$ cat src/rtl/pts_pkg.sv
`timescale 1ns / 1ps

package pts_pkg;

  // Fixed widths of the item fields.
  localparam int TASK_IDX_W = 4;
  localparam int PRIO_REQ_W = 8;
  localparam int CNT_W      = 9;

  // Time counters saturate at this value on a refill.
  localparam logic [CNT_W-1:0] CNT_MAX = 9'd511;

  // Parameter defaults for the top level.
  localparam int NUM_TASKS_DEF     = 16;
  localparam int PRIORITY_BITS_DEF = 8;

  // Command codes of an input item.
  localparam logic CMD_TICK = 1'b0;
  localparam logic CMD_LOAD = 1'b1;

  // Commands from the controller to the datapath.
  typedef struct packed {
    logic cap;          // capture the accepted input item
    logic load_wr;      // write priority and runnable flag, clear counter
    logic tick_wr;      // decrement the current task's counter
    logic scan_start;   // start a pass over tasks 1 to N-1
    logic scan_refill;  // the pass also refills every counter
    logic commit;       // make the best candidate the current task
    logic set_nr;       // flag that no task was ready
    logic out_load;     // load the output register
  } pts_cmd_t;

  // Status from the datapath to the controller.
  typedef struct packed {
    logic in_is_load;   // the offered item is a load command
    logic sched_req;    // the tick in progress must schedule
    logic scan_done;    // the last task of a pass was evaluated
    logic best_found;   // the pass found an eligible task
  } pts_status_t;

endpackage

$ cat src/rtl/priority_task_scheduler_unit.sv
`timescale 1ns / 1ps

// Priority time-slice task scheduler. Each item is a timer tick or a load of
// one task's priority and runnable flag, and each item yields exactly one
// result: the current task, its remaining time slice, and flags for a task
// switch and for "no task ready". Items are handled one at a time. A load or
// a tick that does not schedule passes through its load or tick state to the
// result state. A tick that schedules adds a pass over tasks 1 to NUM_TASKS-1
// through the single read port of the task tables; if no task qualifies, a
// second pass refills the counters and rescans. A new item is accepted while
// a finished result still waits in the output register. After reset all
// tables read as their reset values at once; no clearing pass runs.
module priority_task_scheduler_unit import pts_pkg::*; #(
  parameter int NUM_TASKS     = NUM_TASKS_DEF,
  parameter int PRIORITY_BITS = PRIORITY_BITS_DEF
) (
  input  logic                  clk_i,
  input  logic                  rst_ni,
  input  logic                  in_valid_i,
  output logic                  in_ready_o,
  input  logic                  command_i,
  input  logic [TASK_IDX_W-1:0] task_index_i,
  input  logic [PRIO_REQ_W-1:0] priority_req_i,
  input  logic                  running_i,
  output logic                  out_valid_o,
  input  logic                  out_ready_i,
  output logic [TASK_IDX_W-1:0] current_task_o,
  output logic                  switched_o,
  output logic                  no_ready_o,
  output logic [CNT_W-1:0]      current_counter_o
);

  pts_cmd_t    cmd;
  pts_status_t status;

  // Sequencer for one item.
  pts_controller u_ctrl (
    .clk_i       (clk_i),
    .rst_ni      (rst_ni),
    .in_valid_i  (in_valid_i),
    .in_ready_o  (in_ready_o),
    .out_valid_o (out_valid_o),
    .out_ready_i (out_ready_i),
    .status_i    (status),
    .cmd_o       (cmd)
  );

  // Task tables, scan unit and output register.
  pts_datapath #(
    .NUM_TASKS     (NUM_TASKS),
    .PRIORITY_BITS (PRIORITY_BITS)
  ) u_dp (
    .clk_i             (clk_i),
    .rst_ni            (rst_ni),
    .cmd_i             (cmd),
    .status_o          (status),
    .command_i         (command_i),
    .task_index_i      (task_index_i),
    .priority_req_i    (priority_req_i),
    .running_i         (running_i),
    .current_task_o    (current_task_o),
    .switched_o        (switched_o),
    .no_ready_o        (no_ready_o),
    .current_counter_o (current_counter_o)
  );

endmodule

$ cat src/rtl/pts_datapath.sv
`timescale 1ns / 1ps

module pts_datapath import pts_pkg::*; #(
  parameter int NUM_TASKS     = NUM_TASKS_DEF,
  parameter int PRIORITY_BITS = PRIORITY_BITS_DEF
) (
  input  logic                  clk_i,
  input  logic                  rst_ni,
  input  pts_cmd_t              cmd_i,
  output pts_status_t           status_o,
  input  logic                  command_i,
  input  logic [TASK_IDX_W-1:0] task_index_i,
  input  logic [PRIO_REQ_W-1:0] priority_req_i,
  input  logic                  running_i,
  output logic [TASK_IDX_W-1:0] current_task_o,
  output logic                  switched_o,
  output logic                  no_ready_o,
  output logic [CNT_W-1:0]      current_counter_o
);

  localparam int IDX_W = (NUM_TASKS > 1) ? $clog2(NUM_TASKS) : 1;
  localparam int SUM_W = ((PRIORITY_BITS > CNT_W) ? PRIORITY_BITS : CNT_W) + 1;
  localparam logic [IDX_W-1:0] LAST_IDX = IDX_W'(NUM_TASKS - 1);

  // Task tables: counters and priority with runnable flag, each with valid bits
  // so that an entry never written reads as its reset value.
  logic [CNT_W-1:0]           cnt_mem [NUM_TASKS];
  logic [PRIORITY_BITS:0]     pr_mem  [NUM_TASKS];
  logic [NUM_TASKS-1:0]       cnt_vld_q;
  logic [NUM_TASKS-1:0]       pr_vld_q;

  // Captured input item.
  logic [TASK_IDX_W-1:0]      idx_q;
  logic [PRIORITY_BITS-1:0]   prio_q;
  logic                       run_q;

  // Current task and a mirror of its counter.
  logic [IDX_W-1:0]           cur_q, cur_d;
  logic [CNT_W-1:0]           cur_cnt_q, cur_cnt_d;

  // Scan pipeline.
  logic                       iss_q;
  logic [IDX_W-1:0]           sc_q;
  logic                       refill_q;
  logic                       p_vld_q;
  logic [IDX_W-1:0]           p_idx_q;
  logic [CNT_W-1:0]           rd_cnt_q;
  logic                       rd_cnt_vld_q;
  logic [PRIORITY_BITS:0]     rd_pr_q;
  logic                       rd_pr_vld_q;

  // Best candidate of the pass.
  logic [IDX_W-1:0]           best_idx_q;
  logic [PRIORITY_BITS-1:0]   best_prio_q;
  logic [CNT_W-1:0]           best_cnt_q;

  // Result flags and output register.
  logic                       sw_q;
  logic                       nr_q;
  logic [TASK_IDX_W-1:0]      out_task_q;
  logic                       out_sw_q;
  logic                       out_nr_q;
  logic [CNT_W-1:0]           out_cnt_q;

  logic                       idx_ok;
  logic [IDX_W-1:0]           load_addr;
  logic [CNT_W-1:0]           dec_cnt;
  logic [PRIORITY_BITS-1:0]   e_prio;
  logic                       e_run;
  logic [CNT_W-1:0]           e_cnt_raw;
  logic [SUM_W-1:0]           e_sum;
  logic [CNT_W-1:0]           e_cnt;
  logic                       e_better;
  logic                       cnt_we;
  logic [IDX_W-1:0]           cnt_wa;
  logic [CNT_W-1:0]           cnt_wd;

  // Decode of the captured load and the decremented current counter.
  always_comb begin
    idx_ok    = (idx_q != '0) && (int'(idx_q) < NUM_TASKS);
    load_addr = IDX_W'(idx_q);
    dec_cnt   = (cur_cnt_q == '0) ? '0 : cur_cnt_q - CNT_W'(1);
  end

  // Evaluation of the entry read in the previous cycle, with optional refill.
  always_comb begin
    e_prio    = rd_pr_vld_q ? rd_pr_q[PRIORITY_BITS-1:0] : '0;
    e_run     = rd_pr_vld_q ? rd_pr_q[PRIORITY_BITS] : 1'b1;
    e_cnt_raw = rd_cnt_vld_q ? rd_cnt_q : '0;
    e_sum     = SUM_W'(e_cnt_raw >> 1) + SUM_W'(e_prio);
    if (!refill_q) begin
      e_cnt = e_cnt_raw;
    end else if (e_sum > SUM_W'(CNT_MAX)) begin
      e_cnt = CNT_MAX;
    end else begin
      e_cnt = CNT_W'(e_sum);
    end
    e_better = e_run && (e_cnt != '0) &&
               ((best_idx_q == '0) || (e_prio > best_prio_q) ||
                ((e_prio == best_prio_q) && (e_cnt < best_cnt_q)));
  end

  // Single write port of the counter table.
  always_comb begin
    cnt_we = 1'b0;
    cnt_wa = load_addr;
    cnt_wd = '0;
    if (cmd_i.load_wr) begin
      cnt_we = idx_ok;
    end else if (cmd_i.tick_wr) begin
      cnt_we = (cur_q != '0);
      cnt_wa = cur_q;
      cnt_wd = dec_cnt;
    end else if (p_vld_q && refill_q) begin
      cnt_we = 1'b1;
      cnt_wa = p_idx_q;
      cnt_wd = e_cnt;
    end
  end

  // Next current task and its counter.
  always_comb begin
    cur_d     = cur_q;
    cur_cnt_d = cur_cnt_q;
    if (cmd_i.load_wr) begin
      if (idx_ok && (load_addr == cur_q)) begin
        cur_cnt_d = '0;
      end
    end else if (cmd_i.tick_wr) begin
      if (cur_q != '0) begin
        cur_cnt_d = dec_cnt;
      end
    end else if (cmd_i.commit) begin
      cur_d     = best_idx_q;
      cur_cnt_d = best_cnt_q;
    end else if (p_vld_q && refill_q && (p_idx_q == cur_q)) begin
      cur_cnt_d = e_cnt;
    end
  end

  // Table storage.
  always_ff @(posedge clk_i) begin
    if (cnt_we) begin
      cnt_mem[cnt_wa] <= cnt_wd;
    end
    if (cmd_i.load_wr && idx_ok) begin
      pr_mem[load_addr] <= {run_q, prio_q};
    end
    if (iss_q) begin
      rd_cnt_q <= cnt_mem[sc_q];
      rd_pr_q  <= pr_mem[sc_q];
    end
  end

  // Control state of the datapath.
  always_ff @(posedge clk_i or negedge rst_ni) begin
    if (!rst_ni) begin
      cnt_vld_q    <= '0;
      pr_vld_q     <= '0;
      cur_q        <= '0;
      cur_cnt_q    <= '0;
      iss_q        <= 1'b0;
      sc_q         <= '0;
      refill_q     <= 1'b0;
      p_vld_q      <= 1'b0;
      p_idx_q      <= '0;
      rd_cnt_vld_q <= 1'b0;
      rd_pr_vld_q  <= 1'b0;
      best_idx_q   <= '0;
      sw_q         <= 1'b0;
      nr_q         <= 1'b0;
    end else begin
      cur_q     <= cur_d;
      cur_cnt_q <= cur_cnt_d;
      if (cnt_we) begin
        cnt_vld_q[cnt_wa] <= 1'b1;
      end
      if (cmd_i.load_wr && idx_ok) begin
        pr_vld_q[load_addr] <= 1'b1;
      end
      // Read issue over tasks 1 to N-1.
      if (cmd_i.scan_start) begin
        iss_q    <= 1'b1;
        sc_q     <= IDX_W'(1);
        refill_q <= cmd_i.scan_refill;
      end else if (iss_q) begin
        if (sc_q == LAST_IDX) begin
          iss_q <= 1'b0;
        end else begin
          sc_q <= sc_q + IDX_W'(1);
        end
      end
      p_vld_q <= iss_q;
      if (iss_q) begin
        p_idx_q      <= sc_q;
        rd_cnt_vld_q <= cnt_vld_q[sc_q];
        rd_pr_vld_q  <= pr_vld_q[sc_q];
      end
      // Best candidate tracking.
      if (cmd_i.scan_start) begin
        best_idx_q <= '0;
      end else if (p_vld_q && e_better) begin
        best_idx_q <= p_idx_q;
      end
      // Result flags of the item in progress.
      if (cmd_i.cap) begin
        sw_q <= 1'b0;
        nr_q <= 1'b0;
      end else begin
        if (cmd_i.commit) begin
          sw_q <= (best_idx_q != cur_q);
        end
        if (cmd_i.set_nr) begin
          nr_q <= 1'b1;
        end
      end
    end
  end

  // Payload registers: input capture, best candidate data and output.
  always_ff @(posedge clk_i) begin
    if (cmd_i.cap) begin
      idx_q  <= task_index_i;
      prio_q <= PRIORITY_BITS'(priority_req_i);
      run_q  <= running_i;
    end
    if (p_vld_q && e_better) begin
      best_prio_q <= e_prio;
      best_cnt_q  <= e_cnt;
    end
    if (cmd_i.out_load) begin
      out_task_q <= TASK_IDX_W'(cur_q);
      out_sw_q   <= sw_q;
      out_nr_q   <= nr_q;
      out_cnt_q  <= cur_cnt_q;
    end
  end

  // Status and outputs.
  always_comb begin
    status_o.in_is_load = (command_i == CMD_LOAD);
    status_o.sched_req  = (cur_q == '0) || (cur_cnt_q <= CNT_W'(1));
    status_o.scan_done  = p_vld_q && (p_idx_q == LAST_IDX);
    status_o.best_found = (best_idx_q != '0);
    current_task_o      = out_task_q;
    switched_o          = out_sw_q;
    no_ready_o          = out_nr_q;
    current_counter_o   = out_cnt_q;
  end

  // The idle task's counter is never written.
  a_no_idle_write: assert property (@(posedge clk_i) disable iff (!rst_ni)
    cnt_we |-> (cnt_wa != '0))
    else $error("counter write to the idle task slot");

  // A commit hands over a real task, and the current task becomes it.
  a_commit_task: assert property (@(posedge clk_i) disable iff (!rst_ni)
    cmd_i.commit |-> (best_idx_q != '0))
    else $error("commit without an eligible task");

  a_commit_cur: assert property (@(posedge clk_i) disable iff (!rst_ni)
    cmd_i.commit |=> (cur_q == $past(best_idx_q)))
    else $error("current task differs from the committed winner");

  // A pass ends cleanly: nothing is evaluated after its last task.
  a_pass_end: assert property (@(posedge clk_i) disable iff (!rst_ni)
    status_o.scan_done |=> !p_vld_q)
    else $error("evaluation continued past the last task");

endmodule

$ cat src/rtl/pts_controller.sv
`timescale 1ns / 1ps

module pts_controller import pts_pkg::*; (
  input  logic        clk_i,
  input  logic        rst_ni,
  input  logic        in_valid_i,
  output logic        in_ready_o,
  output logic        out_valid_o,
  input  logic        out_ready_i,
  input  pts_status_t status_i,
  output pts_cmd_t    cmd_o
);

  typedef enum logic [2:0] {
    S_IDLE,
    S_LOAD,
    S_TICK,
    S_SCAN,
    S_DECIDE,
    S_RESULT
  } state_e;

  state_e state_q, state_d;
  logic   refilled_q, refilled_d;
  logic   out_valid_q, out_valid_d;
  logic   out_free;

  // Sequencing of one item and the output handshake.
  always_comb begin
    state_d     = state_q;
    refilled_d  = refilled_q;
    out_valid_d = out_valid_q;
    cmd_o       = '0;
    out_free    = !out_valid_q || out_ready_i;
    if (out_ready_i) begin
      out_valid_d = 1'b0;
    end
    unique case (state_q)
      S_IDLE: begin
        if (in_valid_i) begin
          cmd_o.cap  = 1'b1;
          refilled_d = 1'b0;
          state_d    = status_i.in_is_load ? S_LOAD : S_TICK;
        end
      end
      S_LOAD: begin
        cmd_o.load_wr = 1'b1;
        state_d       = S_RESULT;
      end
      S_TICK: begin
        cmd_o.tick_wr = 1'b1;
        if (status_i.sched_req) begin
          cmd_o.scan_start = 1'b1;
          state_d          = S_SCAN;
        end else begin
          state_d = S_RESULT;
        end
      end
      S_SCAN: begin
        if (status_i.scan_done) begin
          state_d = S_DECIDE;
        end
      end
      S_DECIDE: begin
        if (status_i.best_found) begin
          cmd_o.commit = 1'b1;
          state_d      = S_RESULT;
        end else if (!refilled_q) begin
          cmd_o.scan_start  = 1'b1;
          cmd_o.scan_refill = 1'b1;
          refilled_d        = 1'b1;
          state_d           = S_SCAN;
        end else begin
          cmd_o.set_nr = 1'b1;
          state_d      = S_RESULT;
        end
      end
      S_RESULT: begin
        if (out_free) begin
          cmd_o.out_load = 1'b1;
          out_valid_d    = 1'b1;
          state_d        = S_IDLE;
        end
      end
      default: state_d = S_IDLE;
    endcase
  end

  // State and registered outputs.
  always_ff @(posedge clk_i or negedge rst_ni) begin
    if (!rst_ni) begin
      state_q     <= S_IDLE;
      refilled_q  <= 1'b0;
      out_valid_q <= 1'b0;
    end else begin
      state_q     <= state_d;
      refilled_q  <= refilled_d;
      out_valid_q <= out_valid_d;
    end
  end

  assign in_ready_o  = (state_q == S_IDLE);
  assign out_valid_o = out_valid_q;

  // The output register is only reloaded once the previous result has left.
  a_no_overwrite: assert property (@(posedge clk_i) disable iff (!rst_ni)
    cmd_o.out_load |-> (!out_valid_q || out_ready_i))
    else $error("result overwritten before it was taken");

  // A refill pass happens at most once per item.
  a_one_refill: assert property (@(posedge clk_i) disable iff (!rst_ni)
    cmd_o.scan_refill |-> !refilled_q)
    else $error("second refill pass in one item");

endmodule

$ cat config.mk
export PLATFORM = sky130hd
export DESIGN_NAME = priority_task_scheduler_unit
export DESIGN_NICKNAME = d
export VERILOG_FILES = /design/src/rtl/pts_pkg.sv /design/src/rtl/priority_task_scheduler_unit.sv /design/src/rtl/pts_datapath.sv /design/src/rtl/pts_controller.sv
export SDC_FILE = /design/constraint.sdc
export NUM_CORES = 1
export LEC_CHECK = 0
export ABC_CLOCK_PERIOD_IN_PS = 4500
export BUFFER_PORTS_ARGS = -buffer_cell sky130_fd_sc_hd__buf_4
export CAP_MARGIN = 15
export CORE_MARGIN = 2
export CORE_UTILIZATION = 55
export CTS_CLUSTER_DIAMETER = 60
export DETAILED_ROUTE_END_ITERATION = 7
export HOLD_SLACK_MARGIN = 0.06
export PLACE_DENSITY = 0.74
export SLEW_MARGIN = 20
export SYNTH_ARGS = -nofsm -noshare
export SYNTH_HDL_FRONTEND = slang
export SYNTH_SLANG_ARGS = --single-unit
$ cat constraint.sdc
create_clock -name clk_i -period 4.5 [get_ports clk_i]
set_input_delay 0.225 -clock clk_i [delete_from_list [all_inputs] [get_ports clk_i]]
set_output_delay 0.225 -clock clk_i [all_outputs]
set_load 0.02 [all_outputs]
==> impl_metrics.tcl <==
set metrics [dict create \
    grt_use_met1_pct 34.6 \
    grt.overflow.total 0 \
    row_count 66 \
    place.gp.congestion 0.872 \
    design.portCount 35 \
    numPortBuffers 34 \
    cts_buffer_depth 3 \
    power.leakage_nw 7.34 \
    layout_commonest_cell "edfxtp_1" \
    crit_fanout 9 \
    finClkSkew_ps 21.1 \
    syn_area_um2 18000 \
    firstDrtPassIters 5 \
    wirelength_mm 39.7 \
    critPathArrivalTime_ps 4550 \
    path_common_cell "ha_1" \
    grt_use_met2_pct 38.6 \
    coreArea_um2 32400 \
    die_h_um 185 \
    worstMarginPinSlew_ps 1170 \
    root_buffer "clkbuf_16" \
    ys.flop_type "edfxtp_1" \
    avgSynthCellArea_um2 16.6 \
    diodes 0 \
    setup_viol 0 \
    viasPerCell 6.04 \
    crit_path_end_kind "flop" \
    syn_to_final_growth_pct 15.2 \
    rsz0062_at_grt "yes" \
    criticalPathCategory "flop to flop" \
    drc 0 \
    synth-seq-cells 420 \
    yosysWarnings 0 \
    start_kind "flop" \
    final_core_util_pct 64.0 \
    synth_compound_area_share_pct 5.47 \
    max-slew-margin-rel_pct 21.9 \
    layout_common_cells "edfxtp_1, mux4_2, buf_4" \
    use_met3_pct 3.97 \
    peakVddDrop_uv 421 \
    clk_pin_slew_worst_paths_ps 60 \
    dp_hpwl_mm 25.3 \
    nets 1235 \
    fin_crit_ps 4290 \
    fin_crit_sh_pct 95.4 \
    grt_pass1_vias 10400 \
    antenna_found_initial 1 \
    slew_viol_final 0 \
    cts.sinks 420 \
    wl_per_cell_um 23.8 \
    fill_cells 2260 \
    top_usage_layer "met2" \
    detail-route-antenna-nets 0 \
    p_per_area_nw_per_um2 727 \
    synth_top_family_by_area "multiplexers" \
    track_usage_pct 24.3 \
    synth_edf_count 351 \
    die_area_um2 34200 \
    fmax_ghz 0.233 \
    cts_tree "yes" \
    synth_mux_area_share_pct 13.6 \
    synth_xor_area_share_pct 1.61 \
    status "complete, no violations" \
    drv_cap 0 \
    yosysSeqAreaShare_pct 68.2 \
    cp_data_required_time_ps 4750 \
    hold_path_class "input port to flop" \
    hold_viol 0 \
    syn-instance-count 1083 \
    max_stage_delay_ps 380 \
    multiInputGateArea_um2 5420 \
    regArea_um2 12300 \
    initial_core_util_pct 55.6 \
    crit_chain "and2_1, ha_2, ha_1, o21bai_1, and2_4, a311o_1, xor2_1, mux2_2, ha_1, a2111oi_2, a21oi_1, mux2i_1, o221ai_1, a31oi_4, buf_4, buf_12" \
    ys_types 80 \
    vias 10100 \
    drive_gt1_share_pct 27.1 \
    grt_max_degree 70 \
    synth_simple_gate_area_share_pct 7.34 \
    h-tree-depth 2 \
    die_x_um 185 \
    postSynth.asyncResetShare_pct 16.4 \
    synthAdderAreaFrac_pct 1.71 \
    slowest_stage "dfrtp_1" \
    clock_latency_ps 560 \
    cts_buffers 46 \
    fin_tns_setup_ps 0 \
    drt_iter0_drc 1068 \
    grt_pass1_wl_mm 61.6 \
]
kinds of logic after synthesis:
group	Yosys count
buffers and inverters	89
adder cells (fa/ha/maj)	25
AND/OR/NAND/NOR	256
flip-flops	420
AO/OA/AOI/OAI	143
XOR/XNOR	31
multiplexers	118
other	1
path summary, 6_finish.rpt:
path / startpoint / end / slack, ps / cells after the start
worst min register to register: u_dp.pr_vld_q[0] / u_dp.pr_vld_q[0] / 380 / 0
worst max-delay path: u_dp.rd_pr_vld_q / u_dp.best_cnt_q[4] / 210 / 16
min in group asynchronous: rst_ni / u_ctrl.state_q[0] / 340 / 2
worst min-delay path: in_valid_i / u_ctrl.state_q[1] / 160 / 4
max in group asynchronous: rst_ni / u_dp.sc_q[1] / 3480 / 2
worst max register to register: u_dp.rd_pr_vld_q / u_dp.best_cnt_q[4] / 210 / 16
synth_stat cells, types with 3 or more instances:
library cell | count | area [um2]
a211oi_1 | 7 | 52.6
a21o_1 | 5 | 37.5
a21oi_1 | 39 | 195
a22o_1 | 5 | 43.8
a22oi_1 | 3 | 22.5
a311o_1 | 3 | 30.0
a311oi_1 | 4 | 35.0
a31oi_1 | 9 | 56.3
a32oi_1 | 3 | 26.3
and2_1 | 15 | 93.8
and3_1 | 5 | 31.3
buf_1 | 9 | 33.8
buf_2 | 8 | 40.0
clkbuf_1 | 36 | 135
dfrtp_1 | 69 | 1730
edfxtp_1 | 351 | 10500
ha_1 | 23 | 288
inv_1 | 33 | 124
mux2_2 | 9 | 101
mux2i_1 | 9 | 90.1
mux4_2 | 100 | 2250
nand2_1 | 62 | 233
nand2b_1 | 8 | 50.1
nand3_1 | 11 | 55.1
nor2_1 | 65 | 244
nor2b_1 | 8 | 50.1
nor3_1 | 15 | 75.1
nor3_2 | 3 | 30.0
nor4_1 | 4 | 25.0
o211ai_1 | 5 | 37.5
o21a_1 | 4 | 30.0
o21ai_0 | 26 | 130
o31ai_1 | 4 | 30.0
or2_2 | 31 | 194
or3_1 | 6 | 37.5
xnor2_1 | 16 | 140
xor2_1 | 14 | 123
report_power, final:
| part | internal [W] | switching, W |
|---|---|---|
| clock network | 0.00200 | 0.00150 |
| registers | 0.00533 | 0.000724 |
| logic | 0.00253 | 0.00297 |
repair_timing:
action | CTS | global route
hold endpoints to repair | 84 | 0
hold buffers | 17 | 0
endpoints found under the setup margin | 0 | 21
buffers inserted | 0 | 6
resized for setup | 0 | 4
cell type report:
type                            instances  area share, %
Sequential cell                       420           59.2
Multi-Input combinational cell        582           26.2
Clock buffer                           59           5.89
Timing Repair Buffer                  110           4.41
Tap cell                              442           2.67
Clock inverter                         23           1.01
Inverter                               34          0.616
per-stage QoR:
step | power (W) | setup slack [ps] | hold WS (ps) | std cells | cell area, um2
after floorplan | 0.00977 | 43.6 | -70.6 | 1091 | 18000
after global placement | 0.0114 | 228 | 363 | 1564 | 19000
after detailed placement | 0.0115 | 119 | 363 | 1564 | 19000
after CTS | 0.0150 | 78.5 | 146 | 1663 | 20600
after global routing | 0.0158 | -29.0 | 189 | 1670 | 20700
final | 0.0151 | 207 | 155 | 1670 | 20700
registers in the layout, summed over array words and instances, names as in the netlist, 8 cells and up:
name / count
u_dp.rd_pr_q: 9
u_dp.prio_q: 8
u_dp.cnt_mem: 144
u_dp.current_counter_o: 9
u_dp.rd_cnt_q: 9
u_dp.pr_vld_q: 16
u_dp.cnt_vld_q: 16
u_dp.best_cnt_q: 9
u_dp.pr_mem: 144
u_dp.cur_cnt_q: 9
u_dp.best_prio_q: 8
worst max-delay path: cells and delay by family (launching register included):
| family | cells | cell delay, ps |
|---|---|---|
| AND/OR/NAND/NOR | 2 | 400 |
| adder cells (fa/ha/maj) | 3 | 800 |
| multiplexers | 2 | 470 |
| flip-flops | 1 | 380 |
| XOR/XNOR | 1 | 180 |
| AO/OA/AOI/OAI | 6 | 1410 |
| buffers and inverters | 2 | 330 |
metal layers:
layer | routed length (um) | vias up | share of wire (%)
met5 | 0 | - | 0
met4 | 1230 | 0 | 3.1
met3 | 2660 | 79 | 6.7
met2 | 19300 | 404 | 48
met1 | 16600 | 5169 | 42
li1 | - | 4439 | -
Power figures use the tool's default switching activity.
